[src/design/pcc_pkg.sv]
// package for the parallel camera capture block
// types, register map, phase and result codes; no dependencies
`timescale 1ns / 1ps
`default_nettype none

package pcc_pkg;

    localparam int unsigned SpinW  = 20;
    localparam int unsigned ColW   = 12;
    localparam int unsigned RowW   = 10;
    localparam int unsigned AddrW  = 4;
    localparam int unsigned DataW  = 32;

    localparam logic [SpinW-1:0] SPIN_LIMIT_RST = 20'd500000;
    localparam logic [ColW-1:0]  BYTES_ROW_RST  = 12'd320;
    localparam logic [RowW-1:0]  ROWS_FRAME_RST = 10'd120;

    typedef enum logic [1:0] {
        REG_SPIN_LIMIT = 2'd0,
        REG_BYTES_ROW  = 2'd1,
        REG_ROWS_FRAME = 2'd2,
        REG_UNUSED     = 2'd3
    } t_reg_idx;

    typedef enum logic [2:0] {
        PH_VSYNC_HI = 3'd0,
        PH_VSYNC_LO = 3'd1,
        PH_HREF_HI  = 3'd2,
        PH_PCLK_LO  = 3'd3,
        PH_PCLK_HI  = 3'd4,
        PH_HREF_LO  = 3'd5,
        PH_IDLE     = 3'd6
    } t_phase;

    typedef enum logic [1:0] {
        KIND_DATA    = 2'd0,
        KIND_DONE    = 2'd1,
        KIND_TIMEOUT = 2'd2
    } t_kind;

    typedef struct packed {
        logic [SpinW-1:0] spin_limit;
        logic [ColW-1:0]  row_bytes;
        logic [RowW-1:0]  rows_per_frame;
    } t_cfg;

    typedef struct packed {
        logic        start_req;
        logic        vsync_level;
        logic        href_level;
        logic        pclk_level;
        logic [15:0] pin_word;
    } t_item;

    typedef struct packed {
        logic       valid;
        t_kind      kind;
        logic [7:0] pixel_byte;
        logic       end_of_row;
        logic [2:0] failed_phase;
    } t_result;

    function automatic logic [7:0] remap_byte(input logic [15:0] pins);
        remap_byte = {pins[15:10], pins[3:2]};
    endfunction

endpackage

`default_nettype wire

[src/design/parallel_camera_capture_top.sv]
// top level of the parallel camera capture block: input register, sequencer, result register
// depends on pcc_pkg, pcc_cfg and pcc_seq
// an accepted item waits in the input register until the output is free, then its result is registered
// throughput: one item per cycle while no stalled result waits, as the sequencer updates on every advance
// input stall rises only while the input register is full and a stalled result waits
// reset (synchronous, active low) empties both registers, idles phase, reloads config
`timescale 1ns / 1ps
`default_nettype none

module parallel_camera_capture_top (
    input  wire logic                        i_clk,
    input  wire logic                        i_rst_n,
    input  wire logic                        psel,
    input  wire logic                        penable,
    input  wire logic                        pwrite,
    input  wire logic [pcc_pkg::AddrW-1:0]   paddr,
    input  wire logic [pcc_pkg::DataW-1:0]   pwdata,
    output logic      [pcc_pkg::DataW-1:0]   prdata,
    output logic                             pready,
    input  wire logic                        i_in_valid,
    output logic                             o_in_stall,
    input  wire logic                        i_start_req,
    input  wire logic                        i_vsync_level,
    input  wire logic                        i_href_level,
    input  wire logic                        i_pclk_level,
    input  wire logic [15:0]                 i_pin_word,
    output logic                             o_out_valid,
    input  wire logic                        i_out_stall,
    output logic      [1:0]                  o_kind,
    output logic      [7:0]                  o_pixel_byte,
    output logic                             o_end_of_row,
    output logic      [2:0]                  o_failed_phase
);

    pcc_pkg::t_cfg    w_cfg;
    pcc_pkg::t_result w_res;
    pcc_pkg::t_item   r_in_item;
    logic             r_in_valid;
    pcc_pkg::t_result r_out;
    logic             w_out_free;
    logic             w_adv;
    logic             w_accept;

    pcc_cfg u_cfg (
        .i_clk   (i_clk),
        .i_rst_n (i_rst_n),
        .psel    (psel),
        .penable (penable),
        .pwrite  (pwrite),
        .paddr   (paddr),
        .pwdata  (pwdata),
        .prdata  (prdata),
        .pready  (pready),
        .o_cfg   (w_cfg)
    );

    pcc_seq u_seq (
        .i_clk   (i_clk),
        .i_rst_n (i_rst_n),
        .i_adv   (w_adv),
        .i_item  (r_in_item),
        .i_cfg   (w_cfg),
        .o_res   (w_res)
    );

    assign w_out_free = !r_out.valid || !i_out_stall;
    assign w_adv      = r_in_valid && w_out_free;
    assign o_in_stall = r_in_valid && !w_out_free;
    assign w_accept   = i_in_valid && !o_in_stall;

    always_ff @(posedge i_clk) begin
        if (!i_rst_n) begin
            r_in_valid <= 1'b0;
        end else if (w_accept) begin
            r_in_valid <= 1'b1;
        end else if (w_adv) begin
            r_in_valid <= 1'b0;
        end
    end

    always_ff @(posedge i_clk) begin
        if (w_accept) begin
            r_in_item.start_req   <= i_start_req;
            r_in_item.vsync_level <= i_vsync_level;
            r_in_item.href_level  <= i_href_level;
            r_in_item.pclk_level  <= i_pclk_level;
            r_in_item.pin_word    <= i_pin_word;
        end
    end

    always_ff @(posedge i_clk) begin
        if (!i_rst_n) begin
            r_out.valid <= 1'b0;
        end else if (w_adv) begin
            r_out.valid <= w_res.valid;
        end else if (!i_out_stall) begin
            r_out.valid <= 1'b0;
        end
    end

    always_ff @(posedge i_clk) begin
        if (w_adv && w_res.valid) begin
            r_out.kind         <= w_res.kind;
            r_out.pixel_byte   <= w_res.pixel_byte;
            r_out.end_of_row   <= w_res.end_of_row;
            r_out.failed_phase <= w_res.failed_phase;
        end
    end

    assign o_out_valid    = r_out.valid;
    assign o_kind         = r_out.kind;
    assign o_pixel_byte   = r_out.pixel_byte;
    assign o_end_of_row   = r_out.end_of_row;
    assign o_failed_phase = r_out.failed_phase;

endmodule

`default_nettype wire

[src/design/pcc_cfg.sv]
// configuration registers behind the apb-style port
// uses pcc_pkg for register map, reset values and the config struct
`timescale 1ns / 1ps
`default_nettype none

module pcc_cfg (
    input  wire logic                        i_clk,
    input  wire logic                        i_rst_n,
    input  wire logic                        psel,
    input  wire logic                        penable,
    input  wire logic                        pwrite,
    input  wire logic [pcc_pkg::AddrW-1:0]   paddr,
    input  wire logic [pcc_pkg::DataW-1:0]   pwdata,
    output logic      [pcc_pkg::DataW-1:0]   prdata,
    output logic                             pready,
    output pcc_pkg::t_cfg                    o_cfg
);

    pcc_pkg::t_cfg     r_cfg;
    pcc_pkg::t_reg_idx w_idx;
    logic              w_wr;

    assign w_idx  = pcc_pkg::t_reg_idx'(paddr[3:2]);
    assign pready = 1'b1;
    assign w_wr   = psel && penable && pwrite && pready;
    assign o_cfg  = r_cfg;

    always_ff @(posedge i_clk) begin
        if (!i_rst_n) begin
            r_cfg.spin_limit     <= pcc_pkg::SPIN_LIMIT_RST;
            r_cfg.row_bytes      <= pcc_pkg::BYTES_ROW_RST;
            r_cfg.rows_per_frame <= pcc_pkg::ROWS_FRAME_RST;
        end else if (w_wr) begin
            case (w_idx)
                pcc_pkg::REG_SPIN_LIMIT: begin
                    r_cfg.spin_limit <= pwdata[pcc_pkg::SpinW-1:0];
                end
                pcc_pkg::REG_BYTES_ROW: begin
                    r_cfg.row_bytes <= pwdata[pcc_pkg::ColW-1:0];
                end
                pcc_pkg::REG_ROWS_FRAME: begin
                    r_cfg.rows_per_frame <= pwdata[pcc_pkg::RowW-1:0];
                end
                default: begin
                end
            endcase
        end
    end

    always_comb begin
        case (w_idx)
            pcc_pkg::REG_SPIN_LIMIT: begin
                prdata = {{(pcc_pkg::DataW-pcc_pkg::SpinW){1'b0}}, r_cfg.spin_limit};
            end
            pcc_pkg::REG_BYTES_ROW: begin
                prdata = {{(pcc_pkg::DataW-pcc_pkg::ColW){1'b0}}, r_cfg.row_bytes};
            end
            pcc_pkg::REG_ROWS_FRAME: begin
                prdata = {{(pcc_pkg::DataW-pcc_pkg::RowW){1'b0}}, r_cfg.rows_per_frame};
            end
            default: begin
                prdata = '0;
            end
        endcase
    end

endmodule

`default_nettype wire

[src/design/pcc_seq.sv]
// capture sequencer: phase, spin, column and row state, one item per advance
// uses pcc_pkg for phase codes, item, config and result types
`timescale 1ns / 1ps
`default_nettype none

module pcc_seq (
    input  wire logic              i_clk,
    input  wire logic              i_rst_n,
    input  wire logic              i_adv,
    input  wire pcc_pkg::t_item    i_item,
    input  wire pcc_pkg::t_cfg     i_cfg,
    output pcc_pkg::t_result       o_res
);

    pcc_pkg::t_phase               r_phase, n_phase;
    logic [pcc_pkg::SpinW-1:0]     r_spin, n_spin;
    logic [pcc_pkg::ColW-1:0]      r_col, n_col;
    logic [pcc_pkg::RowW-1:0]      r_row, n_row;

    logic [pcc_pkg::SpinW-1:0]     w_lim;
    logic [pcc_pkg::SpinW-1:0]     w_spin_inc;
    logic [pcc_pkg::ColW-1:0]      w_bpr;
    logic [pcc_pkg::RowW-1:0]      w_rpf;
    logic                          w_col_last;
    logic                          w_row_last;
    logic                          w_level;
    logic                          w_target;

    assign w_lim  = (i_cfg.spin_limit == '0) ? pcc_pkg::SpinW'(1) : i_cfg.spin_limit;
    assign w_bpr  = (i_cfg.row_bytes == '0) ? pcc_pkg::ColW'(1) : i_cfg.row_bytes;
    assign w_rpf  = (i_cfg.rows_per_frame == '0) ? pcc_pkg::RowW'(1) : i_cfg.rows_per_frame;
    assign w_spin_inc = r_spin + pcc_pkg::SpinW'(1);
    assign w_col_last = ({1'b0, r_col} + (pcc_pkg::ColW+1)'(1)) >= {1'b0, w_bpr};
    assign w_row_last = ({1'b0, r_row} + (pcc_pkg::RowW+1)'(1)) >= {1'b0, w_rpf};

    always_comb begin
        case (r_phase)
            pcc_pkg::PH_VSYNC_HI: begin
                w_level  = i_item.vsync_level;
                w_target = 1'b1;
            end
            pcc_pkg::PH_VSYNC_LO: begin
                w_level  = i_item.vsync_level;
                w_target = 1'b0;
            end
            pcc_pkg::PH_HREF_HI: begin
                w_level  = i_item.href_level;
                w_target = 1'b1;
            end
            pcc_pkg::PH_PCLK_LO: begin
                w_level  = i_item.pclk_level;
                w_target = 1'b0;
            end
            pcc_pkg::PH_PCLK_HI: begin
                w_level  = i_item.pclk_level;
                w_target = 1'b1;
            end
            default: begin
                w_level  = i_item.href_level;
                w_target = 1'b0;
            end
        endcase
    end

    always_comb begin
        n_phase = r_phase;
        n_spin  = r_spin;
        n_col   = r_col;
        n_row   = r_row;
        o_res   = '0;
        if (r_phase == pcc_pkg::PH_IDLE || r_phase > pcc_pkg::PH_IDLE) begin
            n_phase = pcc_pkg::PH_IDLE;
            if (i_item.start_req) begin
                n_phase = pcc_pkg::PH_VSYNC_HI;
                n_spin  = '0;
                n_col   = '0;
                n_row   = '0;
            end
        end else if (w_level != w_target) begin
            if (w_spin_inc >= w_lim) begin
                o_res.valid        = 1'b1;
                o_res.kind         = pcc_pkg::KIND_TIMEOUT;
                o_res.failed_phase = r_phase;
                n_phase            = pcc_pkg::PH_IDLE;
                n_spin             = '0;
            end else begin
                n_spin = w_spin_inc;
            end
        end else begin
            n_spin = '0;
            case (r_phase)
                pcc_pkg::PH_VSYNC_HI: begin
                    n_phase = pcc_pkg::PH_VSYNC_LO;
                end
                pcc_pkg::PH_VSYNC_LO: begin
                    n_row   = '0;
                    n_phase = pcc_pkg::PH_HREF_HI;
                end
                pcc_pkg::PH_HREF_HI: begin
                    n_col   = '0;
                    n_phase = pcc_pkg::PH_PCLK_LO;
                end
                pcc_pkg::PH_PCLK_LO: begin
                    o_res.valid      = 1'b1;
                    o_res.kind       = pcc_pkg::KIND_DATA;
                    o_res.pixel_byte = pcc_pkg::remap_byte(i_item.pin_word);
                    o_res.end_of_row = w_col_last;
                    n_phase          = pcc_pkg::PH_PCLK_HI;
                end
                pcc_pkg::PH_PCLK_HI: begin
                    if (w_col_last) begin
                        n_col   = '0;
                        n_phase = pcc_pkg::PH_HREF_LO;
                    end else begin
                        n_col   = r_col + pcc_pkg::ColW'(1);
                        n_phase = pcc_pkg::PH_PCLK_LO;
                    end
                end
                default: begin
                    if (w_row_last) begin
                        n_row      = '0;
                        o_res.valid = 1'b1;
                        o_res.kind  = pcc_pkg::KIND_DONE;
                        n_phase     = pcc_pkg::PH_IDLE;
                    end else begin
                        n_row   = r_row + pcc_pkg::RowW'(1);
                        n_phase = pcc_pkg::PH_HREF_HI;
                    end
                end
            endcase
        end
    end

    always_ff @(posedge i_clk) begin
        if (!i_rst_n) begin
            r_phase <= pcc_pkg::PH_IDLE;
            r_spin  <= '0;
            r_col   <= '0;
            r_row   <= '0;
        end else if (i_adv) begin
            r_phase <= n_phase;
            r_spin  <= n_spin;
            r_col   <= n_col;
            r_row   <= n_row;
        end
    end

endmodule

`default_nettype wire

[config.mk]
export PLATFORM = sky130hd
export DESIGN_NAME = parallel_camera_capture_top
export DESIGN_NICKNAME = d
export VERILOG_FILES = /design/src/design/pcc_pkg.sv /design/src/design/parallel_camera_capture_top.sv /design/src/design/pcc_cfg.sv /design/src/design/pcc_seq.sv
export SDC_FILE = /design/constraint.sdc
export NUM_CORES = 1
export LEC_CHECK = 0
export BUFFER_PORTS_ARGS = -buffer_cell sky130_fd_sc_hd__buf_2
export CORE_MARGIN = 4
export CORE_UTILIZATION = 57
export DETAILED_ROUTE_END_ITERATION = 6
export PLACE_DENSITY_LB_ADDON = 0.2
export SLEW_MARGIN = 20
export SYNTH_ARGS = -nofsm -noshare
export SYNTH_HDL_FRONTEND = slang
export SYNTH_SLANG_ARGS = --single-unit
export TNS_END_PERCENT = 5
[constraint.sdc]
create_clock -name i_clk -period 4.2 [get_ports i_clk]
set_input_delay 0.84 -clock i_clk [delete_from_list [all_inputs] [get_ports i_clk]]
set_output_delay 0.84 -clock i_clk [all_outputs]
set_load 0.01 [all_outputs]
==> results of run 1 <==
## flip-flops by register name (all words and copies together) (netlist names)
| register | flops |
|---|---|
| u_seq.r_row | 10 |
| o_pixel_byte | 8 |
| u_seq.r_phase | 3 |
| u_seq.r_col | 12 |
| r_in_item | 12 |
| r_in_valid | 1 |
| o_end_of_row | 1 |
| u_seq.r_spin | 20 |
| o_out_valid | 1 |
| u_cfg.o_cfg | 42 |
| o_kind | 2 |
| o_failed_phase | 3 |
## worst reg2reg max path: stages (launching register included)
cell and delay [ns]:
dfxtp_1 0.47, ha_1 0.31, and3_1 0.28, nand4_1 0.22
or2_2 0.39, xnor2_1 0.15, ha_1 0.29, nand4_1 0.14
nor4_1 0.30, a211o_1 0.23, nor2_1 0.12, o211a_1 0.28
nor2_1 0.17, buf_4 0.20
## through the flow
step | hold WS (ns) | cells | power, mW | setup slack (ns)
2_1_floorplan | 0.432 | 830 | 1.30 | 0.450
3_3_place_gp | 0.441 | 1006 | 1.35 | 0.492
3_5_place_dp | 0.451 | 1006 | 1.35 | 0.388
4_1_cts | 0.459 | 1038 | 2.89 | 0.367
5_1_grt | 0.490 | 1038 | 2.97 | 0.0627
6_report | 0.456 | 1038 | 2.88 | 0.367
## layout make-up
cell class | count | area (sq um)
multi-input cells | 618 | 3780
fillers | 934 | 3700
flip-flops and latches | 115 | 2560
repair buffers | 83 | 433
clock buffers | 17 | 425
clock inverters | 15 | 205
well taps | 143 | 179
inverters | 47 | 176
## worst max path at each step
stage                                      end  cells past startpoint  slack [ns]                          from
2_1_floorplan       o_end_of_row$_SDFFCE_PP0P_                     12        0.45  u_seq.r_spin[0]$_SDFFE_PN0P_
3_3_place_gp        o_end_of_row$_SDFFCE_PP0P_                     13        0.49  u_seq.r_spin[0]$_SDFFE_PN0P_
3_5_place_dp   o_failed_phase[2]$_SDFFCE_PP0P_                     13        0.39  u_seq.r_spin[0]$_SDFFE_PN0P_
4_1_cts                o_kind[1]$_SDFFCE_PN0P_                     13        0.37  u_seq.r_spin[0]$_SDFFE_PN0P_
5_1_grt                o_kind[1]$_SDFFCE_PN0P_                     13        0.06  u_seq.r_spin[0]$_SDFFE_PN0P_
6_report            o_end_of_row$_SDFFCE_PP0P_                     13        0.37  u_seq.r_spin[0]$_SDFFE_PN0P_
## logic make-up (layout without fill, tap and decap cells)
| kind of cell | Yosys count | after routing | synth area share [%] |
|---|---|---|---|
| AOI/OAI and AO/OA | 169 | 169 | 15.4 |
| xor gates and xnor gates | 36 | 36 | 4.69 |
| adders and majority gates | 45 | 45 | 8.37 |
| buffers and inverters | 97 | 162 | 6.44 |
| DFF | 115 | 115 | 38.1 |
| muxes | 22 | 22 | 3.28 |
| other | 2 | 13 | 0.112 |
| and+or+nand+nor | 333 | 333 | 23.7 |
## Yosys cell counts, drive strengths merged (8+ instances only)
master / count
a21oi: 72
a22o: 8
a31oi: 9
and3: 16
buf: 20
clkbuf: 30
dfxtp: 89
edfxtp: 26
ha: 45
inv: 47
mux2i: 22
nand2: 135
nand3: 42
nand4: 13
nor2: 46
nor3: 28
nor4: 12
o211ai: 13
o21ai: 36
xnor2: 26
xor2: 10
## power by group
part / internal (mW) / total, mW / switching, mW
logic: 0.0548 / 0.167 / 0.112
clock network: 0.997 / 1.55 / 0.550
registers: 1.15 / 1.17 / 0.0193
## layer usage
layer / up-vias / wire [um] / share of wire [%] / track usage, %
li1: 3000 / - / - / -
met1: 2930 / 7380 / 44 / 33.9
met2: 267 / 8060 / 48 / 41.5
met3: 25 / 1160 / 6.9 / 5.65
met4: 0 / 323 / 1.9 / 8.56
met5: - / 0 / 0 / 0
==> results.sh, run 1 <==
export IMPL_ir_drop_v=0.000549
export IMPL_crit_path_start_kind="register"
export IMPL_yosysTopAreaCellShare_pct=26.5
export IMPL_holdBufCountCts=0
export IMPL_crit_buf_inv=1
export IMPL_crit_type="reg -> reg"
export IMPL_synth_seq_cells=115
export IMPL_overflow=0
export IMPL_synthArstFlopShare_pct=0
export IMPL_avgSynthCellArea_sq_um=8.21
export IMPL_syn_area_sq_mm=0.00672
export IMPL_design_area_sq_mm=0.00776
export IMPL_vias=6222
export IMPL_fin_worst_skew_ns=0.00643
export IMPL_routabilityCongestion=0.892
export IMPL_syn_instance_count=819
export IMPL_crit_required_ns=4.33
export IMPL_dieArea_sq_mm=0.0136
export IMPL_via_per_inst=5.99
export IMPL_cts_htree_levels=4
export IMPL_ant_nets=0
export IMPL_fin_util_pct=67.7
export IMPL_hold_depth=2
export IMPL_synth_cell_types=61
export IMPL_clkTransAtPathRegs_ns=0.06
export IMPL_end_kind="register"
export IMPL_setup_violations_final=0
export IMPL_first_pass_iters=5
export IMPL_fin_tns_setup_ns=0
export IMPL_worst_slew_pin_slew_ns=1.11
export IMPL_wl_per_cell_um=16.3
export IMPL_p_leak_nw=3.24
export IMPL_max_slew_margin_rel_pct=25.7
export IMPL_synth_warnings=0
export IMPL_cp_arrival_ns=3.96
export IMPL_synth_area_leaders="dfxtp_1, edfxtp_1, ha_1"
export IMPL_final_cell_mix="nand2_1, dfxtp_1, buf_2"
export IMPL_diodes=0
export IMPL_cpLargestDelayFamily="simple AND/OR/NAND/NOR gates"
export IMPL_ys_seq_area_share_pct=38.1
export IMPL_r2r_cells=13
export IMPL_cts_resized=0
export IMPL_finalHoldViolCount=0
export IMPL_timing_rr_end="o_end_of_row$_SDFFCE_PP0P_"
export IMPL_holdCritStartpoint="u_seq.r_spin[11]$_SDFFE_PN0P_"
export IMPL_core_area_sq_mm=0.0115
export IMPL_nNetsFinal=990
export IMPL_root_buffer="clkbuf_16"
export IMPL_layout_commonest_cell="nand2_1"
export IMPL_cts_setup_buffers=0
export IMPL_reg2reg_slack_ns=0.37
export IMPL_grt_pass1_vias=5693
export IMPL_clk_latency_ns=0.42
export IMPL_drc=0
export IMPL_cap_viol_max_count=0
export IMPL_period_needed_ns=3.83
export IMPL_initial_core_util_pct=58.6
export IMPL_slew_viol_final=0
export IMPL_ios=112
export IMPL_yosys_area_top_type="dfxtp_1"
export IMPL_final_layout_size_suffix_gt1_share_pct=14.2
export IMPL_r2r_start="u_seq.r_spin[0]$_SDFFE_PN0P_"
export IMPL_place_area_sq_mm=0.00713
export IMPL_portBuffers=76
export IMPL_crit_slowest_cell="dfxtp_1"
export IMPL_hold_class="reg -> reg"
export IMPL_fmax_mhz=261
export IMPL_worstPathMaxFanout=8
export IMPL_hold_end="u_seq.r_spin[11]$_SDFFE_PN0P_"
export IMPL_clock_sinks=115
export IMPL_die_w_um=117
export IMPL_clockBufferDepth=2
export IMPL_grt_antenna_before_repair=0
export IMPL_die_h_um=117
export IMPL_grt_usage_pct=25.6
export IMPL_synth_ff_type="dfxtp_1"
export IMPL_synth_edf_count=26
export IMPL_finalCritPeriodShare_pct=91.3
export IMPL_grt_first_pass_wirelength_um=27600
export IMPL_numCtsBuffers=17
export IMPL_slowest_delay_ns=0.47
export IMPL_cts_tree="yes"
export IMPL_dp_hpwl_um=12000
export IMPL_outcome="completed"
export IMPL_grt_max_degree=65
export IMPL_area_delta_synth_final_pct=15.5
export IMPL_worstPathCellList="ha_1 -> and3_1 -> nand4_1 -> or2_2 -> xnor2_1 -> ha_1 -> nand4_1 -> nor4_1 -> a211o_1 -> nor2_1 -> o211a_1 -> nor2_1 -> buf_4"
export IMPL_wirelength_um=16900
export IMPL_drt_iter0_drc=645
export IMPL_rsz0062_at_grt="false"
export IMPL_p_per_area_mw_per_mm2=371
export IMPL_rows=39
Power figures use the tool's default switching activity.
==> run 2, diff against run 1 <==
--- a/config.mk
+++ b/config.mk
@@ -5,6 +5,7 @@
 export SDC_FILE = /design/constraint.sdc
 export NUM_CORES = 1
 export LEC_CHECK = 0
+export ABC_AREA = 1
 export BUFFER_PORTS_ARGS = -buffer_cell sky130_fd_sc_hd__buf_2
 export CORE_MARGIN = 4
 export CORE_UTILIZATION = 57
==> constraint.sdc (replaced) <==
create_clock -name i_clk -period 4.2 [get_ports i_clk]
set_input_delay 1.05 -clock i_clk [delete_from_list [all_inputs] [get_ports i_clk]]
set_output_delay 1.05 -clock i_clk [all_outputs]
set_load 0.01 [all_outputs]
==> run 2 against run 1 <==
Count of clock-buffer cells in the layout grew 3. Clock skew grew 0.0018 ns. Sequential cell count unchanged. Combinational power is 83% higher. Largest cell class unchanged. Largest power group unchanged.
==> results.sh, run 2 <==
export IMPL_outcome="completed"
export IMPL_vias=5929
export IMPL_synth_edf_count=26
export IMPL_layout_commonest_cell="nand2_1"
export IMPL_die_h_um=117
export IMPL_synth_area_leaders="dfxtp_1, edfxtp_1, nand2_1"
export IMPL_p_per_area_mw_per_mm2=388
export IMPL_synth_seq_cells=115
export IMPL_yosysTopAreaCellShare_pct=26.2
export IMPL_portBuffers=76
export IMPL_dp_hpwl_um=11600
export IMPL_startpoint="u_seq.r_spin[2]$_SDFFE_PN0P_"
export IMPL_final_cell_mix="nand2_1, inv_1, dfxtp_1"
export IMPL_clkTransAtPathRegs_ns=0.05
export IMPL_hold_class="reg -> reg"
export IMPL_ios=112
export IMPL_fmax_mhz=274
export IMPL_grt_max_degree=60
export IMPL_fin_tns_setup_ns=0
export IMPL_overflow=0
export IMPL_seqCellArea_sq_mm=0.00256
export IMPL_synthArstFlopShare_pct=0
export IMPL_grt_antenna_before_repair=0
export IMPL_synth_warnings=0
export IMPL_place_area_sq_mm=0.00719
export IMPL_r2r_cells=20
export IMPL_wirelength_um=16200
export IMPL_area_delta_synth_final_pct=14.7
export IMPL_reg2reg_slack_ns=0.55
export IMPL_ant_nets=0
export IMPL_wl_per_cell_um=14.6
export IMPL_r2r_start="u_seq.r_spin[2]$_SDFFE_PN0P_"
export IMPL_fin_worst_skew_ns=0.00821
export IMPL_finalHoldViolCount=0
export IMPL_finalCritPeriodShare_pct=86.8
export IMPL_design_area_sq_mm=0.00781
export IMPL_rsz0062_at_grt="false"
export IMPL_first_pass_iters=5
export IMPL_yosys_area_top_type="dfxtp_1"
export IMPL_crit_type="reg -> reg"
export IMPL_routabilityCongestion=0.898
export IMPL_via_per_inst=5.36
export IMPL_synth_commonest_cells="nand2_1, inv_1, dfxtp_1"
export IMPL_end_kind="register"
export IMPL_timing_rr_end="o_pixel_byte[1]$_SDFFCE_PP0P_"
export IMPL_syn_area_sq_mm=0.00681
export IMPL_diodes=0
export IMPL_drt_iter0_drc=435
export IMPL_dieArea_sq_mm=0.0138
export IMPL_syn_instance_count=883
export IMPL_synth_cell_types=43
export IMPL_grt_pass1_vias=5348
export IMPL_cp_arrival_ns=3.70
export IMPL_setup_violations_final=0
export IMPL_crit_path_end="o_pixel_byte[1]$_SDFFCE_PP0P_"
export IMPL_numCtsBuffers=17
export IMPL_ir_drop_v=0.000297
export IMPL_max_slew_margin_rel_pct=46.3
export IMPL_worst_slew_pin_slew_ns=0.803
export IMPL_drc=0
export IMPL_crit_path_start_kind="register"
export IMPL_crit_required_ns=4.25
export IMPL_avgSynthCellArea_sq_um=7.71
export IMPL_clk_latency_ns=0.42
export IMPL_grt_first_pass_wirelength_um=25800
export IMPL_clock_sinks=115
export IMPL_initial_core_util_pct=58.9
export IMPL_holdBufCountCts=0
export IMPL_clockBufferDepth=2
export IMPL_final_layout_size_suffix_gt1_share_pct=16.7
export IMPL_nNetsFinal=1059
export IMPL_core_area_sq_mm=0.0116
export IMPL_multi_input_area_sq_mm=0.00355
export IMPL_cts_tree="yes"
export IMPL_worstPathMaxFanout=14
export IMPL_period_needed_ns=3.65
export IMPL_synth_ff_type="dfxtp_1"
export IMPL_cts_setup_buffers=0
export IMPL_holdWs_ns=0.478
export IMPL_slew_viol_final=0
export IMPL_cts_htree_levels=4
export IMPL_rows=39
export IMPL_ys_seq_area_share_pct=37.6
export IMPL_n_fill_cell=958
export IMPL_synth_most_common_cell="nand2_1"
export IMPL_fin_util_pct=67.5
export IMPL_root_buffer="clkbuf_16"
export IMPL_die_w_um=117
export IMPL_largest_reg_flops=42
export IMPL_cap_viol_max_count=0
export IMPL_grt_usage_pct=24.1
export IMPL_cts_resized=0
export IMPL_p_leak_nw=3.58
## run 2: final cells by class
cell class                      instances  share of cell area (%)
Multi-Input combinational cell        608                    45.4
Sequential cell                       115                    32.8
Inverter                              128                    6.15
Clock buffer                           20                    5.59
Timing Repair Buffer                   81                    5.35
Clock inverter                         12                    2.39
Tap cell                              143                    2.29
## run 2: logic make-up after synthesis
family,after synthesis,synth area share [%]
AOI/OAI and AO/OA,170,14.4
xor gates and xnor gates,35,4.50
adders and majority gates,45,8.27
buffers and inverters,171,10.9
DFF,115,37.6
other,2,0.110
and+or+nand+nor,345,24.2
## run 2: critical path, stage by stage, from the launching register on
cell and delay (ns):
dfxtp_1 0.41, nand2_1 0.09, nor2_2 0.17, nand2_2 0.12, nor2_4 0.12, nand3_2 0.13
nor2_2 0.14, nand2_1 0.07, xor2_1 0.14, clkinv_1 0.11, ha_1 0.30, nand2_1 0.05
nor2_1 0.20, nand2_1 0.11, nor2_1 0.13, nand2_1 0.06, nand4_1 0.26, nand2_1 0.09
nand3_1 0.09, nand2_1 0.08, inv_1 0.40
## run 2: power by group
| part | total, mW | internal, mW | switching (mW) |
|---|---|---|---|
| clock | 1.54 | 1.04 | 0.496 |
| combinational | 0.305 | 0.0974 | 0.208 |
| sequential | 1.19 | 1.16 | 0.0233 |
## run 2: stage by stage
step                      worst slack, ns  total power, mW  instances
final                               0.554             3.03       1107
after global routing                0.114             3.14       1107
after CTS                           0.570             3.04       1107
after detailed placement            0.595             1.51       1075
after global placement              0.667             1.50       1075
after floorplan                      1.16             1.44        894
## run 2: how the worst min path moves through the flow
stage / end / start / slack (ns) / depth (start not counted)
after floorplan: u_cfg.o_cfg[0]$_SDFFE_PN0P_ / u_cfg.o_cfg[0]$_SDFFE_PN0P_ / 0.44 / 2
after global placement: u_cfg.o_cfg[0]$_SDFFE_PN0P_ / u_cfg.o_cfg[0]$_SDFFE_PN0P_ / 0.47 / 2
after detailed placement: u_seq.r_col[10]$_SDFFE_PN0P_ / u_seq.r_col[10]$_SDFFE_PN0P_ / 0.47 / 2
after CTS: u_seq.r_col[10]$_SDFFE_PN0P_ / u_seq.r_col[10]$_SDFFE_PN0P_ / 0.48 / 2
after global routing: u_seq.r_col[3]$_SDFFE_PN0P_ / u_seq.r_col[3]$_SDFFE_PN0P_ / 0.51 / 2
final: u_seq.r_col[10]$_SDFFE_PN0P_ / u_seq.r_col[10]$_SDFFE_PN0P_ / 0.48 / 2
## run 2: metal layers
metal / global-route usage, % / vias to the layer above / part of all wire, % / wire [um]
met3: 6.22 / 27 / 7.2 / 1170
met5: 0 / - / 0 / 0
met1: 33.5 / 2687 / 46 / 7520
li1: - / 3024 / - / -
met4: 7.80 / 0 / 1.8 / 299
met2: 36.6 / 191 / 45 / 7210
==> run 3, diff against run 2 <==
--- a/config.mk
+++ b/config.mk
@@ -7,8 +7,10 @@
 export LEC_CHECK = 0
 export ABC_AREA = 1
 export BUFFER_PORTS_ARGS = -buffer_cell sky130_fd_sc_hd__buf_2
+export CELL_PAD_IN_SITES_DETAIL_PLACEMENT = 0
+export CELL_PAD_IN_SITES_GLOBAL_PLACEMENT = 1
 export CORE_MARGIN = 4
-export CORE_UTILIZATION = 57
+export CORE_UTILIZATION = 42
 export DETAILED_ROUTE_END_ITERATION = 6
 export PLACE_DENSITY_LB_ADDON = 0.2
 export SLEW_MARGIN = 20
==> run 3 against run 2 <==
Final area up 0.96%. Clock skew hardly changed. Clock power decreased by 5%. Global-route usage shrank 4.6 points. Register-to-register slack worse by 0.05 ns. Maximum frequency shrank 1.3%. Sequential cell count unchanged. Core utilization is 18 points lower. Non-clock buffer count rose by 1. Critical endpoint unchanged. Wire length up 4.8%. Die area grew 33%.
==> results.sh, run 3 (synthesis gave the netlist of run 2 again) <==
export IMPL_reg2reg_slack_ns=0.50
export IMPL_seqCellArea_sq_mm=0.00256
export IMPL_clockBufferDepth=2
export IMPL_die_w_um=135
export IMPL_hold_depth=2
export IMPL_first_pass_iters=4
export IMPL_holdBufCountCts=0
export IMPL_multi_input_area_sq_mm=0.00355
export IMPL_die_h_um=135
export IMPL_cpLargestDelayFamily="simple AND/OR/NAND/NOR gates"
export IMPL_cpMostUsedCell="nand2_1"
export IMPL_wl_per_cell_um=14.4
export IMPL_wirelength_um=17000
export IMPL_diodes=0
export IMPL_portBuffers=76
export IMPL_cap_viol_max_count=0
export IMPL_largest_reg_flops=42
export IMPL_r2r_cells=20
export IMPL_crit_path_start_kind="register"
export IMPL_p_leak_nw=3.58
export IMPL_rows=46
export IMPL_clock_sinks=115
export IMPL_crit_type="reg -> reg"
export IMPL_cts_resized=0
export IMPL_root_buffer="clkbuf_16"
export IMPL_slowest_delay_ns=0.41
export IMPL_final_layout_size_suffix_gt1_share_pct=17.4
export IMPL_netSwitchingFraction_pct=27.3
export IMPL_final_cell_mix="nand2_1, inv_1, dfxtp_1"
export IMPL_core_area_sq_mm=0.0159
export IMPL_ir_drop_v=0.000277
export IMPL_p_int_mw=2.15
export IMPL_worst_slew_pin_slew_ns=0.985
export IMPL_end_kind="register"
export IMPL_hold_class="reg -> reg"
export IMPL_fin_worst_skew_ns=0.00794
export IMPL_ios=112
export IMPL_grt_max_degree=60
export IMPL_cts_tree="yes"
export IMPL_max_slew_margin_rel_pct=34.2
export IMPL_grt_first_pass_wirelength_um=28100
export IMPL_setup_violations_final=0
export IMPL_clkTransAtPathRegs_ns=0.06
export IMPL_grt_pass1_vias=5475
export IMPL_fin_cells=1181
export IMPL_slew_viol_final=0
export IMPL_layout_commonest_cell="nand2_1"
export IMPL_drt_iter0_drc=250
export IMPL_ant_nets=0
export IMPL_seq_power_share_pct=40.1
export IMPL_via_per_inst=4.82
export IMPL_numCtsBuffers=17
export IMPL_crit_required_ns=4.26
export IMPL_cts_htree_levels=4
export IMPL_pwr_share_comb_pct=10.3
export IMPL_n_fill_cell=1638
export IMPL_worstPathMaxFanout=14
export IMPL_area_delta_synth_final_pct=15.8
export IMPL_routabilityCongestion=0.819
export IMPL_crit_slowest_cell="inv_1"
export IMPL_cp_arrival_ns=3.75
export IMPL_grt_antenna_before_repair=0
export IMPL_initial_core_util_pct=42.9
export IMPL_place_inst=1149
export IMPL_dp_hpwl_um=12500
export IMPL_grt_usage_pct=19.5
export IMPL_dieArea_sq_mm=0.0183
export IMPL_finalHoldViolCount=0
export IMPL_overflow=0
export IMPL_pwr_share_clk_pct=49.6
export IMPL_worstPathCellList="inv_1 -> nor2_2 -> nand2_2 -> nor2_4 -> nand3_2 -> nor2_2 -> nand2_1 -> xor2_1 -> clkinv_1 -> ha_1 -> nand2_1 -> nor2_1 -> nand2_1 -> nor2_1 -> nand2_1 -> nand4_1 -> nand2_1 -> nand3_1 -> nand2_1 -> inv_1"
export IMPL_fin_tns_setup_ns=0
export IMPL_clk_latency_ns=0.42
export IMPL_drc=0
export IMPL_period_needed_ns=3.70
export IMPL_nNetsFinal=1060
export IMPL_p_per_area_mw_per_mm2=375
export IMPL_cts_setup_buffers=0
export IMPL_crit_buf_inv=3
export IMPL_switchingPower_mw=0.806
export IMPL_cp_depth=20
export IMPL_vias=5693
export IMPL_finalCritPeriodShare_pct=88.0
export IMPL_rsz0062_at_grt="false"
export IMPL_outcome="completed"
export IMPL_fmax_mhz=271
[run 3: changes by cell type in the layout (fill, tap and decap cells not counted)]
cell / previous run / this run
buf_4: 5 / 6
inv_8: 0 / 1
bufinv_16: 5 / 2
clkinv_1: 5 / 2
clkinv_2: 2 / 0
clkbuf_1: 3 / 0
inv_6: 0 / 6
clkinv_4: 0 / 4
[run 3: area by class of cell]
class,count,area share (%)
Timing Repair Buffer,82,5.39
Tap cell,216,3.43
Clock inverter,15,2.21
Inverter,128,6.09
Sequential cell,115,32.5
Clock buffer,17,5.39
Multi-Input combinational cell,608,45.0
[run 3: path summary, 6_finish.rpt]
kind / start / end
worst min register to register: u_cfg.o_cfg[0]$_SDFFE_PN0P_ / u_cfg.o_cfg[0]$_SDFFE_PN0P_
worst max register to register: u_seq.r_spin[0]$_SDFFE_PN0P_ / o_pixel_byte[1]$_SDFFCE_PP0P_
worst min-delay path: u_cfg.o_cfg[0]$_SDFFE_PN0P_ / u_cfg.o_cfg[0]$_SDFFE_PN0P_
worst max-delay path: u_seq.r_spin[0]$_SDFFE_PN0P_ / o_pixel_byte[1]$_SDFFCE_PP0P_
[run 3: power groups by stage]
stage | Sequential [mW] | Clock [mW] | Combinational, mW
floorplan | 1.20 | 0 | 0.234
global placement | 1.21 | 0 | 0.304
detailed placement | 1.21 | 0 | 0.306
CTS | 1.18 | 1.50 | 0.307
global route | 1.19 | 1.55 | 0.347
finish | 1.18 | 1.47 | 0.305
[run 3: per-layer routing]
| layer | vias to the layer above | routed length [um] | GRT usage [%] | share of wire [%] |
|---|---|---|---|---|
| li1 | 3015 | - | - | - |
| met1 | 2559 | 8640 | 27.6 | 51 |
| met2 | 101 | 7480 | 30.1 | 44 |
| met3 | 18 | 607 | 4.05 | 3.6 |
| met4 | 0 | 244 | 5.43 | 1.4 |
| met5 | - | 0 | 0 | 0 |
[run 3: worst register-to-register path, delay by kind of cell, from the launching register on]
family / cells / cell delay, ns
simple gates: 15 / 1.87
flops: 1 / 0.39
xor+xnor: 1 / 0.14
fa+ha+maj: 1 / 0.30
buf+inv: 3 / 0.61
[run 3: through the flow]
step | hold slack, ns | setup WS, ns | instance area, sq um | util (%) | total power, mW
3_3_place_gp | 0.471 | 0.547 | 7290 | 45.9 | 1.51
2_1_floorplan | 0.444 | 1.16 | 6850 | - | 1.44
5_1_grt | 0.514 | 0.128 | 7890 | 49.6 | 3.09
3_5_place_dp | 0.478 | 0.506 | 7290 | 45.9 | 1.51
4_1_cts | 0.487 | 0.484 | 7890 | 49.6 | 2.99
6_report | 0.482 | 0.504 | 7890 | 49.6 | 2.96
